File: src/design/i2crm_pkg.sv
// Package for the I2C register master: commands, config indices, tick and result records and sizes.
// Used by the top level, the sequencer and the testbench checker; depends on nothing.
package i2crm_pkg;
  localparam int MaxLenDefault = 16;
  localparam int GuardResetDefault = 5000;
  localparam logic [15:0] GuardReset = 16'd5000;

  typedef enum logic [1:0] {
    CMD_TICK  = 2'd0,
    CMD_WRITE = 2'd1,
    CMD_READ  = 2'd2,
    CMD_LOAD  = 2'd3
  } cmd_t;

  localparam logic CFG_TARGET = 1'b0;
  localparam logic CFG_GUARD  = 1'b1;

  // One accepted tick as it travels from the front part to the sequencer.
  typedef struct packed {
    logic [1:0] cmd;
    logic [7:0] reg_addr;
    logic [7:0] data_byte;
    logic [3:0] buf_index;
    logic [4:0] length;
    logic       sda_in;
  } tick_t;

  // One result of a tick.
  typedef struct packed {
    logic       scl_level;
    logic       sda_level;
    logic       busy_res;
    logic [7:0] rd_byte;
    logic       rd_valid;
    logic       done_res;
    logic       nack_error;
  } res_t;
endpackage

File: src/design/i2c_register_master.sv
// Top level of the I2C register master: input queue, sequencer, result queue.
// Depends on i2crm_pkg, i2crm_queue and i2crm_seq.
//
//  channel  | handshake          | payload
//  ---------+--------------------+----------------------------------------------
//  input    | push / full        | cmd reg_addr data_byte buf_index length sda_in
//  result   | pop / empty        | scl_level sda_level busy_res rd_byte rd_valid
//           |                    | done_res nack_error
//  config   | cfg_valid/cfg_ready| cfg_index cfg_data
//
// The sequencer takes one tick per step, so one tick can be accepted every
// cycle while results are popped and the result queue has room. A tick waits
// in the input queue until the sequencer steps on it; its result is written into the result queue on that step.
// Reset puts the bus lines released and empties both queues. When the
// result queue is full the sequencer holds, and the input queue fills up
// behind it; full then stays high until a result is popped.
module i2c_register_master #(
  parameter int MaxLen = i2crm_pkg::MaxLenDefault
) (
  input  logic       clk,
  input  logic       rst,
  input  logic       push,
  output logic       full,
  input  logic [1:0] cmd,
  input  logic [7:0] reg_addr,
  input  logic [7:0] data_byte,
  input  logic [3:0] buf_index,
  input  logic [4:0] length,
  input  logic       sda_in,
  output logic       empty,
  input  logic       pop,
  output logic       scl_level,
  output logic       sda_level,
  output logic       busy_res,
  output logic [7:0] rd_byte,
  output logic       rd_valid,
  output logic       done_res,
  output logic       nack_error,
  input  logic       cfg_valid,
  output logic       cfg_ready,
  input  logic       cfg_index,
  input  logic [15:0] cfg_data
);
  import i2crm_pkg::*;

  tick_t in_item, tick;
  res_t  res, out_item;
  logic  in_empty, out_full, go;
  logic [6:0]  target_address;
  logic [15:0] guard_ticks;

  assign in_item = '{cmd: cmd, reg_addr: reg_addr, data_byte: data_byte,
                     buf_index: buf_index, length: length, sda_in: sda_in};

  i2crm_queue #(.Width($bits(tick_t))) u_in_q (
    .clk(clk), .rst(rst), .wr(push), .wdata(in_item), .full(full),
    .rd(go), .rdata(tick), .empty(in_empty)
  );

  // The sequencer steps when a tick waits and there is room for its result.
  assign go = !in_empty && !out_full;

  i2crm_seq #(.MaxLen(MaxLen)) u_seq (
    .clk(clk), .rst(rst), .go(go), .tick(tick),
    .target_address(target_address), .guard_ticks(guard_ticks), .res(res)
  );

  i2crm_queue #(.Width($bits(res_t))) u_out_q (
    .clk(clk), .rst(rst), .wr(go), .wdata(res), .full(out_full),
    .rd(pop), .rdata(out_item), .empty(empty)
  );

  assign scl_level  = out_item.scl_level;
  assign sda_level  = out_item.sda_level;
  assign busy_res   = out_item.busy_res;
  assign rd_byte    = out_item.rd_byte;
  assign rd_valid   = out_item.rd_valid;
  assign done_res   = out_item.done_res;
  assign nack_error = out_item.nack_error;

  // Configuration registers are always ready to take a write.
  assign cfg_ready = 1'b1;

  always_ff @(posedge clk) begin
    if (rst) begin
      target_address <= 7'd0;
      guard_ticks    <= GuardReset;
    end else if (cfg_valid) begin
      case (cfg_index)
        CFG_TARGET: target_address <= cfg_data[6:0];
        CFG_GUARD:  guard_ticks    <= cfg_data;
        default:    guard_ticks    <= guard_ticks;
      endcase
    end
  end
endmodule

File: src/design/i2crm_queue.sv
// Small two-entry queue used between the front part, the sequencer and the ports.
// Depends on nothing but its width parameter.
module i2crm_queue #(
  parameter int Width = 8
) (
  input  logic             clk,
  input  logic             rst,
  input  logic             wr,
  input  logic [Width-1:0] wdata,
  output logic             full,
  input  logic             rd,
  output logic [Width-1:0] rdata,
  output logic             empty
);
  logic [Width-1:0] mem [2];
  logic       wptr;
  logic       rptr;
  logic [1:0] count;

  assign full  = (count == 2'd2);
  assign empty = (count == 2'd0);
  assign rdata = mem[rptr];

  always_ff @(posedge clk) begin
    if (rst) begin
      wptr  <= 1'b0;
      rptr  <= 1'b0;
      count <= 2'd0;
    end else begin
      if (wr && !full) begin
        wptr <= ~wptr;
      end
      if (rd && !empty) begin
        rptr <= ~rptr;
      end
      count <= count + {1'b0, wr && !full} - {1'b0, rd && !empty};
    end
  end

  always_ff @(posedge clk) begin
    if (wr && !full) begin
      mem[wptr] <= wdata;
    end
  end
endmodule

File: src/design/i2crm_seq.sv
// Bit sequencer of the I2C register master: one phase step for each tick.
// Depends on i2crm_pkg; holds the transmit buffer.
module i2crm_seq #(
  parameter int MaxLen = i2crm_pkg::MaxLenDefault
) (
  input  logic                clk,
  input  logic                rst,
  input  logic                go,
  input  i2crm_pkg::tick_t    tick,
  input  logic [6:0]          target_address,
  input  logic [15:0]         guard_ticks,
  output i2crm_pkg::res_t     res
);
  import i2crm_pkg::*;

  localparam int LW = $clog2(MaxLen + 1);
  localparam int IW = (MaxLen > 1) ? $clog2(MaxLen) : 1;

  typedef enum logic [4:0] {
    PH_IDLE, PH_ST0, PH_ST1, PH_ST2, PH_ST3, PH_TX0, PH_TX1, PH_TX2,
    PH_WA0, PH_WA1, PH_RX0, PH_RX1, PH_AK0, PH_AK1, PH_AK2, PH_NK0,
    PH_NK1, PH_SP0, PH_SP1, PH_DONE, PH_GUARD
  } phase_t;

  typedef enum logic [2:0] {
    STG_ADDR_W, STG_REG, STG_WDATA, STG_ADDR_R, STG_RDATA
  } stage_t;

  phase_t      phase, phase_next;
  stage_t      stage, stage_next;
  logic [3:0]  bit_count, bit_count_next;
  logic [LW-1:0] byte_count, byte_count_next;
  logic [7:0]  shift_reg, shift_reg_next;
  logic [7:0]  saved_reg, saved_reg_next;
  logic [LW-1:0] saved_length, saved_length_next;
  logic        read_mode, read_mode_next;
  logic        error_flag, error_flag_next;
  logic [15:0] guard_count, guard_count_next;
  logic        scl_reg, scl_next, sda_reg, sda_next;
  logic [7:0]  tx_buffer [MaxLen];
  logic        busy, rdv, done;
  logic [7:0]  rdb;
  logic [8:0]  shl;
  logic [LW-1:0] bc_inc;
  logic        buf_end;
  phase_t      ph;

  always_ff @(posedge clk) begin
    if (go && phase == PH_IDLE && tick.cmd == CMD_LOAD
        && 32'(tick.buf_index) < MaxLen) begin
      tx_buffer[IW'(tick.buf_index)] <= tick.data_byte;
    end
  end

  always_comb begin
    phase_next = phase; stage_next = stage;
    bit_count_next = bit_count; byte_count_next = byte_count;
    shift_reg_next = shift_reg; saved_reg_next = saved_reg;
    saved_length_next = saved_length; read_mode_next = read_mode;
    error_flag_next = error_flag; guard_count_next = guard_count;
    scl_next = scl_reg; sda_next = sda_reg;
    rdv = 1'b0; rdb = 8'd0; done = 1'b0;
    shl = 9'd0; bc_inc = byte_count + LW'(1); buf_end = 1'b0;
    ph = phase;
    if (phase == PH_IDLE && (tick.cmd == CMD_WRITE || tick.cmd == CMD_READ)) begin
      saved_reg_next = tick.reg_addr;
      if (32'(tick.length) > MaxLen) begin
        saved_length_next = LW'(MaxLen);
      end else begin
        saved_length_next = LW'(tick.length);
      end
      read_mode_next = (tick.cmd == CMD_READ);
      error_flag_next = 1'b0;
      byte_count_next = '0;
      bit_count_next = 4'd0;
      stage_next = STG_ADDR_W;
      ph = PH_ST1;
    end
    busy = (ph != PH_IDLE);
    case (ph)
      PH_ST0: begin scl_next = 1'b0; sda_next = 1'b1; phase_next = PH_ST1; end
      PH_ST1: begin scl_next = 1'b1; sda_next = 1'b1; phase_next = PH_ST2; end
      PH_ST2: begin scl_next = 1'b1; sda_next = 1'b0; phase_next = PH_ST3; end
      PH_ST3: begin
        scl_next = 1'b0; sda_next = 1'b0;
        shift_reg_next = {target_address, stage == STG_ADDR_R};
        bit_count_next = 4'd0; phase_next = PH_TX0;
      end
      PH_TX0: begin scl_next = 1'b0; sda_next = shift_reg[7]; phase_next = PH_TX1; end
      PH_TX1: begin scl_next = 1'b1; sda_next = shift_reg[7]; phase_next = PH_TX2; end
      PH_TX2: begin
        scl_next = 1'b0; sda_next = shift_reg[7];
        shift_reg_next = {shift_reg[6:0], 1'b0};
        bit_count_next = bit_count + 4'd1;
        phase_next = (bit_count == 4'd7) ? PH_WA0 : PH_TX0;
      end
      PH_WA0: begin scl_next = 1'b0; sda_next = 1'b1; phase_next = PH_WA1; end
      PH_WA1: begin
        scl_next = 1'b1; sda_next = 1'b1;
        case (stage)
          STG_ADDR_W: begin
            if (tick.sda_in) begin
              error_flag_next = 1'b1; phase_next = PH_SP0;
            end else begin
              stage_next = STG_REG; shift_reg_next = saved_reg;
              bit_count_next = 4'd0; phase_next = PH_TX0;
            end
          end
          STG_REG: begin
            if (tick.sda_in) begin
              error_flag_next = 1'b1; phase_next = PH_SP0;
            end else if (read_mode) begin
              stage_next = STG_ADDR_R; phase_next = PH_ST0;
            end else begin
              stage_next = STG_WDATA; byte_count_next = '0; buf_end = 1'b1;
            end
          end
          STG_WDATA: begin
            byte_count_next = bc_inc; buf_end = 1'b1;
          end
          default: begin
            stage_next = STG_RDATA; byte_count_next = '0;
            bit_count_next = 4'd0; shift_reg_next = 8'd0;
            phase_next = (saved_length == '0) ? PH_SP0 : PH_RX0;
          end
        endcase
        // Pick the next buffered byte or go to stop once all are sent.
        if (buf_end) begin
          if (byte_count_next >= saved_length) begin
            phase_next = PH_SP0;
          end else begin
            shift_reg_next = tx_buffer[byte_count_next[IW-1:0]];
            bit_count_next = 4'd0; phase_next = PH_TX0;
          end
        end
      end
      PH_RX0: begin
        scl_next = 1'b1; sda_next = 1'b1;
        shl = {shift_reg, tick.sda_in};
        shift_reg_next = shl[7:0];
        bit_count_next = bit_count + 4'd1;
        if (bit_count == 4'd7) begin
          rdv = 1'b1; rdb = shl[7:0];
        end
        phase_next = PH_RX1;
      end
      PH_RX1: begin
        scl_next = 1'b0; sda_next = 1'b1;
        if (bit_count >= 4'd8) begin
          byte_count_next = bc_inc;
          phase_next = (bc_inc < saved_length) ? PH_AK0 : PH_NK0;
        end else begin
          phase_next = PH_RX0;
        end
      end
      PH_AK0: begin scl_next = 1'b0; sda_next = 1'b0; phase_next = PH_AK1; end
      PH_AK1: begin scl_next = 1'b1; sda_next = 1'b0; phase_next = PH_AK2; end
      PH_AK2: begin
        scl_next = 1'b0; sda_next = 1'b0;
        bit_count_next = 4'd0; shift_reg_next = 8'd0; phase_next = PH_RX0;
      end
      PH_NK0: begin scl_next = 1'b0; sda_next = 1'b1; phase_next = PH_NK1; end
      PH_NK1: begin scl_next = 1'b1; sda_next = 1'b1; phase_next = PH_SP0; end
      PH_SP0: begin scl_next = 1'b0; sda_next = 1'b0; phase_next = PH_SP1; end
      PH_SP1: begin scl_next = 1'b1; sda_next = 1'b0; phase_next = PH_DONE; end
      PH_DONE: begin
        scl_next = 1'b1; sda_next = 1'b1; done = 1'b1;
        guard_count_next = guard_ticks;
        phase_next = (guard_ticks != 16'd0) ? PH_GUARD : PH_IDLE;
      end
      PH_GUARD: begin
        scl_next = 1'b1; sda_next = 1'b1;
        guard_count_next = guard_count - 16'd1;
        if (guard_count <= 16'd1) begin
          guard_count_next = 16'd0; phase_next = PH_IDLE;
        end
      end
      default: begin
        scl_next = 1'b1; sda_next = 1'b1; phase_next = PH_IDLE;
      end
    endcase
  end

  assign res.scl_level  = scl_next;
  assign res.sda_level  = sda_next;
  assign res.busy_res   = busy;
  assign res.rd_byte    = rdb;
  assign res.rd_valid   = rdv;
  assign res.done_res   = done;
  assign res.nack_error = done & error_flag_next;

  always_ff @(posedge clk) begin
    if (rst) begin
      phase <= PH_IDLE; stage <= STG_ADDR_W;
      bit_count <= 4'd0; byte_count <= '0; shift_reg <= 8'd0;
      saved_reg <= 8'd0; saved_length <= '0; read_mode <= 1'b0;
      error_flag <= 1'b0; guard_count <= 16'd0;
      scl_reg <= 1'b1; sda_reg <= 1'b1;
    end else if (go) begin
      phase <= phase_next; stage <= stage_next;
      bit_count <= bit_count_next; byte_count <= byte_count_next;
      shift_reg <= shift_reg_next; saved_reg <= saved_reg_next;
      saved_length <= saved_length_next; read_mode <= read_mode_next;
      error_flag <= error_flag_next; guard_count <= guard_count_next;
      scl_reg <= scl_next; sda_reg <= sda_next;
    end
  end
endmodule

File: config.mk
export PLATFORM = sky130hd
export DESIGN_NAME = i2c_register_master
export DESIGN_NICKNAME = d
export VERILOG_FILES = /design/src/design/i2crm_pkg.sv /design/src/design/i2c_register_master.sv /design/src/design/i2crm_queue.sv /design/src/design/i2crm_seq.sv
export SDC_FILE = /design/constraint.sdc
export NUM_CORES = 1
export LEC_CHECK = 0
export BUFFER_PORTS_ARGS = -buffer_cell sky130_fd_sc_hd__buf_2
export CAP_MARGIN = 20
export CORE_MARGIN = 5
export CORE_UTILIZATION = 55
export CTS_BUF_LIST = sky130_fd_sc_hd__clkbuf_16
export DETAILED_ROUTE_END_ITERATION = 6
export PLACE_DENSITY = 0.76
export SYNTH_ARGS = -nofsm -noshare
export SYNTH_HDL_FRONTEND = slang
export SYNTH_SLANG_ARGS = --single-unit
export TNS_END_PERCENT = 100
File: constraint.sdc
create_clock -name clk -period 5 [get_ports clk]
set_input_delay 1.25 -clock clk [delete_from_list [all_inputs] [get_ports clk]]
set_output_delay 1.25 -clock clk [all_outputs]
set_load 0.005 [all_outputs]
==> results.sh <==
export IMPL_die_area_um2=27400
export IMPL_synth_seq_cells=301
export IMPL_netlist_instances=1157
export IMPL_regArea_um2=8150
export IMPL_path_clk_slew_ns=0.06
export IMPL_dp_hpwl_um=20600
export IMPL_setup_viol=0
export IMPL_first_pass_iters=7
export IMPL_fin_setup_tns_ns=0
export IMPL_clk_latency_ns=0.58
export IMPL_syn_area_um2=13300
export IMPL_place_congestion=0.929
export IMPL_clockRootBuffer="clkbuf_16"
export IMPL_core_area_um2=24100
export IMPL_tightest_slew_ns=1.01
export IMPL_critPathMaxStageDelay_ns=0.41
export IMPL_multi_input_area_um2=4770
export IMPL_skew_ns=0.0292
export IMPL_cp_required_ns=5.46
export IMPL_syn_avg_cell_area_um2=11.5
export IMPL_placed_cells=1501
export IMPL_layout_nets=1280
export IMPL_grt_pass1_wl_um=47800
export IMPL_hold_class="flip-flop to flip-flop"
export IMPL_die_x_um=166
export IMPL_cts_tree="built"
export IMPL_drive_gt1_share_pct=14.7
export IMPL_ys_seq_area_share_pct=61.1
export IMPL_peakVddDrop_mv=0.356
export IMPL_htreeDepth=1
export IMPL_largest_reg_flops=128
export IMPL_top_regs="u_seq.tx_buffer: 128 flops, u_in_q.mem: 56 flops, u_out_q.mem: 28 flops"
export IMPL_grt_pass1_vias=8674
export IMPL_async_reset_ff_share_pct=0
export IMPL_synthFlopType="edfxtp_1"
export IMPL_area_growth_pct=12.1
export IMPL_fin_ws_ns=0.473
export IMPL_drcViolationCount=0
export IMPL_cp_cell_sequence="mux2_2 > ha_1 > nor4_2 > and2_1 > o31ai_4 > buf_4 > inv_2 > ha_1 > nand2b_1 > a21o_1 > a211o_1 > a211o_1 > nor2_1 > nand2_1 > o311a_1 > a311oi_1"
export IMPL_cp_data_arrival_time_ns=4.99
export IMPL_pre_cts_ws_ns=0.565
export IMPL_post_cts_buffers=0
export IMPL_postCtsHoldBufs=0
export IMPL_cts_resized=0
export IMPL_grt_max_degree=56
export IMPL_final_min_period_over_clock_period_pct=90.5
export IMPL_fillers=1979
export IMPL_vias=9259
export IMPL_finalWirelength_um=30400
export IMPL_worst_path_max_delay_cell="ha_1"
export IMPL_numCtsBuffers=30
export IMPL_p_leak_nw=5.25
export IMPL_critPathKind="flip-flop to flip-flop"
export IMPL_crit_fanout=7
export IMPL_diodes=0
export IMPL_synth_nets=1227
export IMPL_final_cells=1557
export IMPL_cp_start_kind="flip-flop"
export IMPL_outcome="finished, final reports clean"
export IMPL_row_count=57
export IMPL_min_period_ns=4.53
export IMPL_cp_end_kind="flip-flop"
export IMPL_antenna_left=0
export IMPL_ios=67
export IMPL_largest_register="u_seq.tx_buffer"
export IMPL_hold_viol=0
export IMPL_final_max_slew_violation_count=0
export IMPL_gr_usage_all_layers_pct=21.3
export IMPL_portBuffers=65
export IMPL_p_per_area_nw_per_um2=501
export IMPL_ys_warnings_count=0
export IMPL_synth_cell_type_count=79
export IMPL_clkSinkCount=301
export IMPL_initialDrtViolationCount=861
export IMPL_fmax_mhz=221
export IMPL_clockBufferDepth=3
export IMPL_avgRoutedWirePerCell_um=19.6
export IMPL_maxCapViolCount=0
export IMPL_relSlewSlack_pct=32.0
export IMPL_grt_remaining_overflow=0
export IMPL_synth_edff_count=212
export IMPL_start_util_pct=55.3
export IMPL_dieHeight_um=166
export IMPL_vias_per_cell=5.95
export IMPL_antenna_found_initial=0
export IMPL_rsz0062_at_grt="no"
-- synth_stat cells, types with 6 or more instances --
library cell  count  share of area [%]
a211o_1           6               0.39
a211oi_1         20                1.1
a21oi_1          68                2.6
a221oi_1         16                1.1
a22o_1           10               0.66
a22oi_1          20                1.1
a32o_1            7               0.53
a32oi_1           8               0.53
and2_1           24                1.1
and3_1            6               0.28
buf_2            10               0.38
clkbuf_1         49                1.4
dfxtp_1          89                 13
edfxtp_1        212                 48
ha_1             20                1.9
inv_1            33               0.93
mux2_2           26                2.2
mux2i_1          44                3.3
nand2_1         144                4.1
nand2b_1         10               0.47
nand3_1          17               0.64
nand3b_1          6               0.34
nor2_1          117                3.3
nor2b_1           9               0.42
nor3_1           22               0.83
nor4_1           10               0.47
o211ai_1          6               0.34
o21ai_0          40                1.5
o221ai_1          6               0.39
o22ai_1           8               0.38
o31ai_1           7               0.39
xnor2_1          11               0.72
-- layout by cell type, fill, tap and decap left out, types with 7 or more instances in the layout --
cell type and n:
a211oi_1 19, a21oi_1 67, a221oi_1 16, a22o_1 10, a22oi_1 20, a32o_1 7, a32oi_1 8, and2_1 24
buf_2 65, buf_4 20, clkbuf_16 30, dfxtp_1 89, edfxtp_1 212, ha_1 20, inv_1 39, mux2_2 26
mux2i_1 44, nand2_1 144, nand2b_1 10, nand3_1 17, nor2_1 116, nor2b_1 9, nor3_1 22, nor4_1 10
o21ai_0 40, o22ai_1 8, o31ai_1 7, xnor2_1 11
-- layout make-up --
type                            count  area share, %
Sequential cell                   301           54.5
Multi-Input combinational cell    753           31.9
Clock buffer                       30           5.02
Timing Repair Buffer               87           3.36
Tap cell                          324           2.71
Clock inverter                     25           1.52
Inverter                           37          0.946
-- worst paths after layout --
check / start / to / slack [ns] / depth (start not counted)
max: flip-flop / u_seq.shift_reg[7]$_SDFFE_PP0P_ / 0.47 / 16
min: u_seq.read_mode$_SDFFE_PP0P_ / u_seq.read_mode$_SDFFE_PP0P_ / 0.47 / 2
max reg2reg: flip-flop / u_seq.shift_reg[7]$_SDFFE_PP0P_ / 0.47 / 16
min reg2reg: u_seq.read_mode$_SDFFE_PP0P_ / u_seq.read_mode$_SDFFE_PP0P_ / 0.47 / 2
-- layer usage --
| layer | GRT usage (%) | routed length (um) |
|---|---|---|
| met1 | 30.1 | 13300 |
| met4 | 5.56 | 762 |
| met5 | 0 | 0 |
| met3 | 3.41 | 1940 |
| met2 | 34.7 | 14400 |
-- report_power, final --
group / internal [W] / total (W) / switching [W]
sequential: 0.00308 / 0.00328 / 0.000194
combinational: 0.000740 / 0.00202 / 0.00128
clock: 0.00125 / 0.00219 / 0.000937
total: 0.00507 / 0.00749 / 0.00242
-- critical path: cells and delay by family (launching register included) --
| kind | cells | cell delay (ns) |
|---|---|---|
| flip-flops | 1 | 0.37 |
| buffers and inverters | 2 | 0.23 |
| adder cells (fa/ha/maj) | 2 | 0.62 |
| multiplexers | 1 | 0.37 |
| AND/OR/NAND/NOR | 5 | 1.31 |
| AO/OA/AOI/OAI | 6 | 1.52 |
-- stage by stage --
step / total power, W / util, % / cell area [um^2] / hold slack (ns)
6_report: 0.00749 / 62.0 / 14900 / 0.475
5_1_grt: 0.00786 / 62.0 / 14900 / 0.501
4_1_cts: 0.00750 / 61.9 / 14900 / 0.476
3_5_place_dp: 0.00532 / 57.9 / 14000 / 0.466
3_3_place_gp: 0.00527 / 57.8 / 13900 / 0.462
2_1_floorplan: 0.00469 / - / 13300 / 0.437
-- logic make-up after synthesis --
logic type / synth area share (%)
compound gates: 14.1
xor+xnor: 0.854
fa+ha+maj: 1.88
buf+inv: 3.18
flops: 61.1
mux: 5.97
other cells: 0.0281
simple gates: 12.9
Note: power is estimated with default switching activity, not from simulation.
